`src/rtl/rbdt_pkg.sv`:
```
`default_nettype none

package rbdt_pkg;

	localparam int MaxChannels = 8;
	localparam int ChIdxW      = 3;
	localparam int SubW        = 16;
	localparam int SecW        = 20;

	typedef enum logic [1:0] {
		CMD_TICK  = 2'd0,
		CMD_QUERY = 2'd1,
		CMD_SET   = 2'd2,
		CMD_GROUP = 2'd3
	} cmd_e_t;

	typedef enum logic [1:0] {
		ST_OK       = 2'd0,
		ST_BAD      = 2'd1,
		ST_NOT_HERE = 2'd2
	} status_t;

	// per-item control from the decoder to every channel
	typedef struct packed {
		logic                   tick;
		logic [MaxChannels-1:0] upd_mask;
		logic [MaxChannels-1:0] on_mask;
		logic                   load;
		logic [SecW-1:0]        load_secs;
		status_t                status;
	} ctl_t;

endpackage

`default_nettype wire

```
`src/rtl/rbdt_cmd_decode.sv`:
```
`default_nettype none

module rbdt_cmd_decode #(
	parameter int CHANNEL_COUNT = 8
) (
	input  rbdt_pkg::cmd_e_t        cmd,
	input  logic [7:0]              target_address,
	input  logic [7:0]              channel_select,
	input  logic [7:0]              new_state,
	input  logic [rbdt_pkg::SecW-1:0] delay_seconds,
	input  logic [7:0]              own_address,
	output rbdt_pkg::ctl_t          ctl
);

	localparam int MaskInt = (1 << CHANNEL_COUNT) - 1;
	localparam logic [7:0] ChanMask = 8'(MaskInt);
	localparam logic [7:0] ChLimit  = 8'(CHANNEL_COUNT);

	logic [7:0] one_hot;

	assign one_hot = 8'(1) << channel_select[rbdt_pkg::ChIdxW-1:0];

	// classify the item and build the channel update masks
	always_comb begin
		ctl           = '0;
		ctl.status    = rbdt_pkg::ST_OK;
		ctl.load_secs = delay_seconds;
		unique case (cmd)
			rbdt_pkg::CMD_TICK: begin
				ctl.tick = 1'b1;
			end
			rbdt_pkg::CMD_QUERY: begin
				if (target_address != own_address) begin
					ctl.status = rbdt_pkg::ST_NOT_HERE;
				end
			end
			rbdt_pkg::CMD_SET: begin
				if (target_address != own_address) begin
					ctl.status = rbdt_pkg::ST_NOT_HERE;
				end else if (channel_select >= ChLimit || new_state > 8'd1) begin
					ctl.status = rbdt_pkg::ST_BAD;
				end else begin
					ctl.upd_mask = one_hot;
					ctl.on_mask  = new_state[0] ? one_hot : 8'd0;
					ctl.load     = (delay_seconds != '0);
				end
			end
			rbdt_pkg::CMD_GROUP: begin
				if (target_address != own_address) begin
					ctl.status = rbdt_pkg::ST_NOT_HERE;
				end else if (channel_select == 8'd0) begin
					ctl.status = rbdt_pkg::ST_BAD;
				end else begin
					ctl.upd_mask = channel_select & ChanMask;
					ctl.on_mask  = new_state;
					ctl.load     = (delay_seconds != '0);
				end
			end
			default: begin
				ctl.status = rbdt_pkg::ST_BAD;
			end
		endcase
	end

endmodule

`default_nettype wire

```
`src/rtl/rbdt_channel.sv`:
```
`default_nettype none

module rbdt_channel #(
	parameter int CH_IDX           = 0,
	parameter int TICKS_PER_SECOND = 100
) (
	input  logic           clk,
	input  logic           arst_n,
	input  logic           advance,
	input  rbdt_pkg::ctl_t ctl,
	output logic           relay_d,
	output logic           active_d
);

	localparam logic [rbdt_pkg::SubW-1:0] SubReload = rbdt_pkg::SubW'(TICKS_PER_SECOND);

	logic                      relay_q;
	logic                      active_q;
	logic [rbdt_pkg::SubW-1:0] sub_q;
	logic [rbdt_pkg::SecW-1:0] sec_q;
	logic [rbdt_pkg::SubW-1:0] sub_d;
	logic [rbdt_pkg::SecW-1:0] sec_d;
	logic [rbdt_pkg::SubW-1:0] sub_dec;
	logic [rbdt_pkg::SecW-1:0] sec_dec;

	assign sub_dec = sub_q - 1'b1;
	assign sec_dec = sec_q - 1'b1;

	// next channel state for the current item
	always_comb begin
		relay_d  = relay_q;
		active_d = active_q;
		sub_d    = sub_q;
		sec_d    = sec_q;
		if (ctl.tick) begin
			if (active_q) begin
				sub_d = sub_dec;
				if (sub_dec == '0) begin
					sec_d = sec_dec;
					if (sec_dec != '0) begin
						sub_d = SubReload;
					end else begin
						relay_d  = 1'b0;
						active_d = 1'b0;
					end
				end
			end
		end else if (ctl.upd_mask[CH_IDX]) begin
			relay_d = ctl.on_mask[CH_IDX];
			if (ctl.load) begin
				sec_d    = ctl.load_secs;
				sub_d    = SubReload;
				active_d = 1'b1;
			end
		end
	end

	// control bits
	always_ff @(posedge clk or negedge arst_n) begin
		if (!arst_n) begin
			relay_q  <= 1'b0;
			active_q <= 1'b0;
		end else if (advance) begin
			relay_q  <= relay_d;
			active_q <= active_d;
		end
	end

	// counters, only read while active
	always_ff @(posedge clk) begin
		if (advance) begin
			sub_q <= sub_d;
			sec_q <= sec_d;
		end
	end

endmodule

`default_nettype wire

```
`src/rtl/relay_bank_delay_timer_controller_core.sv`:
```
// an accepted transaction passes the input register, then the result register
// throughput: one transaction per cycle unless stalled; per-channel update is one pass
// back-pressure on the result side stalls the input register only once both are full
// reset: relay bits, timer active bits, own address and all valid flags clear
// timer counters are not reset; they are loaded whenever a timer starts
`default_nettype none

module relay_bank_delay_timer_controller_core #(
	parameter int CHANNEL_COUNT    = 8,
	parameter int TICKS_PER_SECOND = 100
) (
	input  logic        clk,
	input  logic        arst_n,
	input  logic        cfg_wr_en,
	input  logic [7:0]  cfg_wr_data,     // own_address
	input  logic        s_tvalid,
	output logic        s_tready,
	input  logic [47:0] s_tdata,         // target_address, channel_select, new_state, delay_seconds
	input  logic [1:0]  s_tuser,         // cmd
	output logic        m_tvalid,
	input  logic        m_tready,
	output logic [23:0] m_tdata          // relay_outputs, timers_running, status
);

	logic                      valid_s1;
	rbdt_pkg::cmd_e_t          cmd_s1;
	logic [7:0]                addr_s1;
	logic [7:0]                sel_s1;
	logic [7:0]                nst_s1;
	logic [rbdt_pkg::SecW-1:0] delay_s1;
	logic [7:0]                own_addr_q;
	logic                      out_valid_q;
	logic [7:0]                relay_out_q;
	logic [7:0]                timers_out_q;
	rbdt_pkg::status_t         status_out_q;
	logic                      advance;
	rbdt_pkg::ctl_t            ctl;
	logic [7:0]                relay_next;
	logic [7:0]                active_next;
	logic [CHANNEL_COUNT-1:0]  relay_bit;
	logic [CHANNEL_COUNT-1:0]  active_bit;

	// handshake: the item in the input register moves on when the result slot frees
	assign advance  = valid_s1 && (!out_valid_q || m_tready);
	assign s_tready = !valid_s1 || advance;

	// configuration register
	always_ff @(posedge clk or negedge arst_n) begin
		if (!arst_n) begin
			own_addr_q <= 8'd0;
		end else if (cfg_wr_en) begin
			own_addr_q <= cfg_wr_data;
		end
	end

	// input register
	always_ff @(posedge clk or negedge arst_n) begin
		if (!arst_n) begin
			valid_s1 <= 1'b0;
		end else if (s_tready) begin
			valid_s1 <= s_tvalid;
		end
	end

	always_ff @(posedge clk) begin
		if (s_tready && s_tvalid) begin
			cmd_s1   <= rbdt_pkg::cmd_e_t'(s_tuser);
			addr_s1  <= s_tdata[7:0];
			sel_s1   <= s_tdata[15:8];
			nst_s1   <= s_tdata[23:16];
			delay_s1 <= s_tdata[43:24];
		end
	end

	// command decode
	rbdt_cmd_decode #(
		.CHANNEL_COUNT(CHANNEL_COUNT)
	) u_decode (
		.cmd           (cmd_s1),
		.target_address(addr_s1),
		.channel_select(sel_s1),
		.new_state     (nst_s1),
		.delay_seconds (delay_s1),
		.own_address   (own_addr_q),
		.ctl           (ctl)
	);

	// one timer and relay per channel, unused channels read as off
	always_comb begin
		relay_next  = 8'd0;
		active_next = 8'd0;
		for (int i = 0; i < CHANNEL_COUNT; i++) begin
			relay_next[i]  = relay_bit[i];
			active_next[i] = active_bit[i];
		end
	end

	for (genvar g = 0; g < CHANNEL_COUNT; g++) begin : g_ch
		rbdt_channel #(
			.CH_IDX          (g),
			.TICKS_PER_SECOND(TICKS_PER_SECOND)
		) u_channel (
			.clk     (clk),
			.arst_n  (arst_n),
			.advance (advance),
			.ctl     (ctl),
			.relay_d (relay_bit[g]),
			.active_d(active_bit[g])
		);
	end

	// result register
	always_ff @(posedge clk or negedge arst_n) begin
		if (!arst_n) begin
			out_valid_q <= 1'b0;
		end else if (advance) begin
			out_valid_q <= 1'b1;
		end else if (m_tready) begin
			out_valid_q <= 1'b0;
		end
	end

	always_ff @(posedge clk) begin
		if (advance) begin
			relay_out_q  <= relay_next;
			timers_out_q <= active_next;
			status_out_q <= ctl.status;
		end
	end

	assign m_tvalid = out_valid_q;
	assign m_tdata  = {6'd0, status_out_q, timers_out_q, relay_out_q};

endmodule

`default_nettype wire

```
`config.mk`:
```
export PLATFORM = sky130hd
export DESIGN_NAME = relay_bank_delay_timer_controller_core
export DESIGN_NICKNAME = d
export VERILOG_FILES = /design/src/rtl/rbdt_pkg.sv /design/src/rtl/rbdt_cmd_decode.sv /design/src/rtl/rbdt_channel.sv /design/src/rtl/relay_bank_delay_timer_controller_core.sv
export SDC_FILE = /design/constraint.sdc
export NUM_CORES = 1
export LEC_CHECK = 0
export BUFFER_PORTS_ARGS = -buffer_cell sky130_fd_sc_hd__buf_2
export CORE_MARGIN = 1.5
export CORE_UTILIZATION = 55
export DETAILED_ROUTE_END_ITERATION = 8
export GPL_TIMING_DRIVEN = 0
export PLACE_DENSITY = 0.72
export SYNTH_ARGS = -nofsm -noshare
export SYNTH_HDL_FRONTEND = slang
export SYNTH_SLANG_ARGS = --single-unit
```
`constraint.sdc`:
```
create_clock -name clk -period 6.75 [get_ports clk]
set_input_delay 1.0125 -clock clk [delete_from_list [all_inputs] [get_ports clk]]
set_output_delay 1.0125 -clock clk [all_outputs]
set_load 0.02 [all_outputs]
```
# Word level (Yosys, flattened, before mapping)
# Cells that the tools add are included.
# W data, S select, Z words.
# word_totals
register_bits	378
input_bits	63
output_inout_bits	26
# classes
n_mux	177
n_lt_le_gt_ge	2
n_eq_ne	20
n_reduce_logical	52
n_addsub	16
shift	1
# ops
op	count
$mux W20	33
$mux W16	41
$reduce_bool A20 Y1	9
$sub A20 B1 Y20 const B	8
$logic_not A16 Y1	8
$sub A16 B1 Y16 const B	8
$mux W1	93
$mux W17	4
$reduce_and A5 Y1	8
$pmux W17 S2	1
$ne A2 B1 Y1 const B	16
$reduce_and A4 Y1	8
$reduce_bool A2 Y1	10
$ge A8 B4 Y1 const B	1
$gt A8 B1 Y1 const B	1
$logic_not A8 Y1	1
$mux W8	1
$ne A8 B8 Y1	1
$shl A1 B3 Y8 const A	1
$mux W2	3
$pmux W2 S3	1
$eq A2 B2 Y1 const B	2
$logic_or A1 B1 Y1	3
$eq A2 B1 Y1 const B	1
other kinds (3)	5

# Longest topological paths before layout
# depth
depth_word	8
depth_mapped	11
depth_no_buf	9

# Hierarchy
# A second synthesis with hierarchy kept.
# unflattened
hier_cells	2290
hier_area_um2	23038.3
# by_module_without_submodules
mod	cells_per_inst	area_each_um2	seq_area_each_um2	instances
rbdt_channel at g_ch[0].u_channel ...	266	2518.7	1131.1	5
rbdt_channel at g_ch[5].u_channel ...	253	2463.6	1131.1	3
relay_bank_delay_timer_controller_core	96	2391.0	2172.1	1
rbdt_cmd_decode	105	663.1	0.0	1

# Worst setup path after synthesis
# OpenSTA, ideal clock, no wires.
# synth_path
kind	register to register
startpoint	register sel_s1[7]
endpoint	register g_ch[6].u_channel.sec_q[0] in the netlist's numbering (enable)
slack_ns	1.764
setup_time_ns	0.428
stages_incl_launch_ff	8
arrival_ns	4.558
path_cell_list	edfxtp_1 or4_1 nand4bb_1 mux2_2 nor3_2 o21ai_1 a21oi_1 a21boi_0
# synth_between
elab_chain_cells	7
# synth_rtl
element	line	text
from (decl)	relay_bank_delay_timer_controller_core.sv:28	logic [7:0] sel_s1;
from (signal assigned)	relay_bank_delay_timer_controller_core.sv:69	sel_s1 <= s_tdata[15:8];
$ge A8 B4 Y1	rbdt_cmd_decode.sv:40	end else if (channel_select >= ChLimit || new_state > 8'd1) begin
$logic_or A1 B1 Y1	rbdt_cmd_decode.sv:40	
$mux W17	rbdt_cmd_decode.sv:40	
$mux W17	rbdt_cmd_decode.sv:38	if (target_address != own_address) begin
$pmux W17 S2 *	rbdt_cmd_decode.sv:28	unique case (cmd)
$reduce_bool A2 Y1 (no line)	-	
$reduce_and A5 Y1 (no line) *	-	
to (signal assigned)	rbdt_channel.sv:73	sec_q <= sec_d;
to (decl)	rbdt_channel.sv:20	logic [rbdt_pkg::SecW-1:0] sec_q;
# Every way passes the cells marked *; elsewhere a longest branch is shown, timed or not.
# A chain may end at the register's enable or synchronous reset.

# Worst setup path in the final report
# layout_path
startpoint	register sel_s1[7]
endpoint	register g_ch[7].u_channel.sec_q[10] in the netlist's numbering (enable)
# layout_between
elab_chain_cells	7
# layout_rtl
element	line
$ge A8 B4 Y1	rbdt_cmd_decode.sv:40
$logic_or A1 B1 Y1	rbdt_cmd_decode.sv:40
$mux W17	rbdt_cmd_decode.sv:40
$mux W17	rbdt_cmd_decode.sv:38
$pmux W17 S2 *	rbdt_cmd_decode.sv:28
$reduce_bool A2 Y1 (no line)	-
$reduce_and A5 Y1 (no line) *	-
to (signal assigned)	rbdt_channel.sv:73
to (decl)	rbdt_channel.sv:20
# Marks and branches as above.

==> results.txt <==
Clock transition at path regs = 0.07 ns
first-pass GRT wire length = 93.2 mm
Worst EP required = 6.94 ns
worst min-delay path category = in2async
Final setup viols = 0
final setup margin = 2.01 ns
Yosys top cell by area = edfxtp_1
max_slew headroom = -2.90%
Netlist cell types = 87
Biggest register = g_ch.u_channel.sec_q
Clk Latency, worst-skew pair = 0.57 ns
DP Wirelength = 41.4 mm
biggest regs = g_ch.u_channel.sec_q (160), g_ch.u_channel.sub_q (128), delay_s1 (20)
footprint of the multi-input gates = 10500 um^2
CP max FO = 20
CTS Hold Bufs = 0
clk root buf = clkbuf_16
Final Cycle Share = 70.2%
initial antenna violation count = 0
Cell Area, Synth = 22100 um^2
Slew Limit Fails = 9
Yosys warning count = 0
Worst Setup Start Kind = flop
critical path's largest stage delay = 0.76 ns
cts repair resizes = 0
FF-to-FF setup slack = 2.01 ns
WHS = 0.481 ns
CTS sink cnt = 378
crit-path cells = or4_1 -> nand4bb_1 -> mux2_2 -> nor3_2 -> o21ai_1 -> clkbuf_1 -> nor2_2 -> buf_8 -> o21a_1
storage element area = 11200 um^2
Most used DFF post-synth = edfxtp_1
final hold vios = 0
most frequent cells in the layout = edfxtp_1, nor2_1, a21oi_1
Final Net Count = 2422
vias in the first global route = 17.2k
WL final = 59.1 mm
Initial Utilization = 55.7%
PwrDens = 213 nW/um^2
GRT Total Usage = 28.7%
Worst Tran Pin Value = 1.54 ns
# fillers = 3242
initial drt markers = 2084
CP max-delay cell = nor3_2
pre-CTS setup slack = 2.17 ns
#FFs+latches synth = 378
Setup Skew = 0.0248 ns
antenna diode count = 0
status = finished with violations
Max clock buf depth = 3
Critical Path End Type = flop
Routed Antenna Nets = 0
Final min period = 4.74 ns
critical path data arrival time = 4.93 ns
failing checks = max-capacitance violations, max-slew violations
Peak Freq = 0.211 GHz
pin count of the biggest net entering global routing = 40
Pre-Repair DR Iteration Count = 6
GRT overflow = 0
CTS tree = yes
unrepaired setup endpoints after global routing = no
routed len/inst = 20.5 um
Async SR Flop Fraction = 6.88%
Via Count = 18.1k
Ports = 89
DRC Markers = 0
FP Rows = 73
Placed Cells = 2808
Die Y = 204 um
port bufs = 77
fin cells = 2885
synthesized netlist cell count = 2187
Syn-to-layout area delta = 12.5%
EDFF count, synth = 352
Synth top area share = 47.8%
Lkg Pwr = 7.69 nW
max reg flops = 160
kind of critical path = reg2reg
die area = 41400 um^2
DIE WIDTH = 204 um
ranking of synthesized cells by area = edfxtp_1, xnor2_1, a21oi_1, nor2_1, xor2_1
H-tree Lvls = 2
total power = 5.29 mW
share of cells above drive strength 1 = 10.4%
peak supply drop = 0.235 mV
core area = 39700 um^2
drt via density = 6.27
Seq/Total Area, Yosys = 50.7%
Final GP Congestion = 0.895
total setup buffers inserted after CTS = 0
synthesized area per cell = 10.1 um^2
max-cap violations = 1
commonest non-fill, non-tap cell in the layout = edfxtp_1
CTS Buf Count = 42
==> final cells by class <==
type                    count  share of cell area (%)
flip-flops and latches    378                    45.1
multi-input cells        1680                    42.0
clock buffers              49                    4.45
well taps                 525                    2.64
repair buffers             91                    2.37
plain buffers              85                    1.42
clock inverters            28                    1.32
inverters                  49                   0.739
==> critical path: cells and delay by family (launching register included) <==
| family | cells | cell delay, ns |
|---|---|---|
| buffers and inverters | 2 | 0.61 |
| muxes | 1 | 0.38 |
| AOI/OAI and AO/OA | 2 | 1.01 |
| DFF | 1 | 0.45 |
| and+or+nand+nor | 4 | 1.88 |
==> metal layers <==
| metal | routed length [um] | GRT usage [%] | part of all wire [%] | vias to the layer above |
|---|---|---|---|---|
| met3 | 4370 | 4.92 | 7.4 | 168 |
| met5 | 0 | 0 | 0 | - |
| met2 | 27400 | 46.0 | 46 | 752 |
| met4 | 2590 | 13.0 | 4.4 | 0 |
| met1 | 24700 | 38.3 | 42 | 8717 |
| li1 | - | - | - | 8458 |
==> where the power goes <==
part	internal, mW	switching, mW	total [mW]
Clock	1.45	0.967	2.41
Combinational	0.0744	0.186	0.261
Sequential	2.60	0.0193	2.62
==> stage by stage <==
step | cell area [um^2] | setup TNS (ns) | util, %
global route | 24900 | 0 | 62.6
CTS | 24900 | 0 | 62.6
finish | 24900 | 0 | 62.6
global placement | 23200 | -3.68 | 58.3
floorplan | 22100 | 0 | -
detailed placement | 23400 | 0 | 59.0
==> worst paths after layout <==
kind	from	to	depth (start not counted)
worst max-delay path	sel_s1[7]	g_ch[7].u_channel.sec_q[10]	9
worst min-delay path	arst_n	own_addr_q[1]	1
worst max register to register	sel_s1[7]	g_ch[7].u_channel.sec_q[10]	9
worst min register to register	valid_s1	m_tvalid	1
max in group asynchronous	arst_n	g_ch[0].u_channel.relay_q	1
min in group clk	valid_s1	m_tvalid	1
==> kinds of logic (layout without fill, tap and decap cells) <==
group,count (synthesis),count (layout),synth area share [%]
adders and majority gates,32,32,1.81
buffers and inverters,134,302,2.43
muxes,13,13,0.656
AOI/OAI and AO/OA,442,442,12.1
other,1,6,0.0170
xor gates and xnor gates,232,232,9.19
DFF,378,378,50.7
and+or+nand+nor,955,955,23.0
==> synthesized netlist by cell type (8+ instances only) <==
cell type  count
edfxtp_1     352
nor2_1       273
a21oi_1      221
xnor2_1      152
nand2_1      129
nor3_1        98
xor2_1        80
clkbuf_1      66
nor4_1        65
o21ai_0       62
nand3_1       58
inv_1         48
or3_1         39
nand4_1       38
nand2b_1      37
ha_1          32
nor3b_1       32
dfrtp_1       26
a31oi_1       21
nor4b_1       21
nand3b_1      20
or2_2         20
and3_1        19
nor2b_1       19
and2_1        18
o31ai_1       16
or4_1         16
nand4b_1      15
o21a_1        14
mux2_2        12
buf_1          9
o22ai_1        9
a21o_1         8
(Power assumes the default switching activity.)
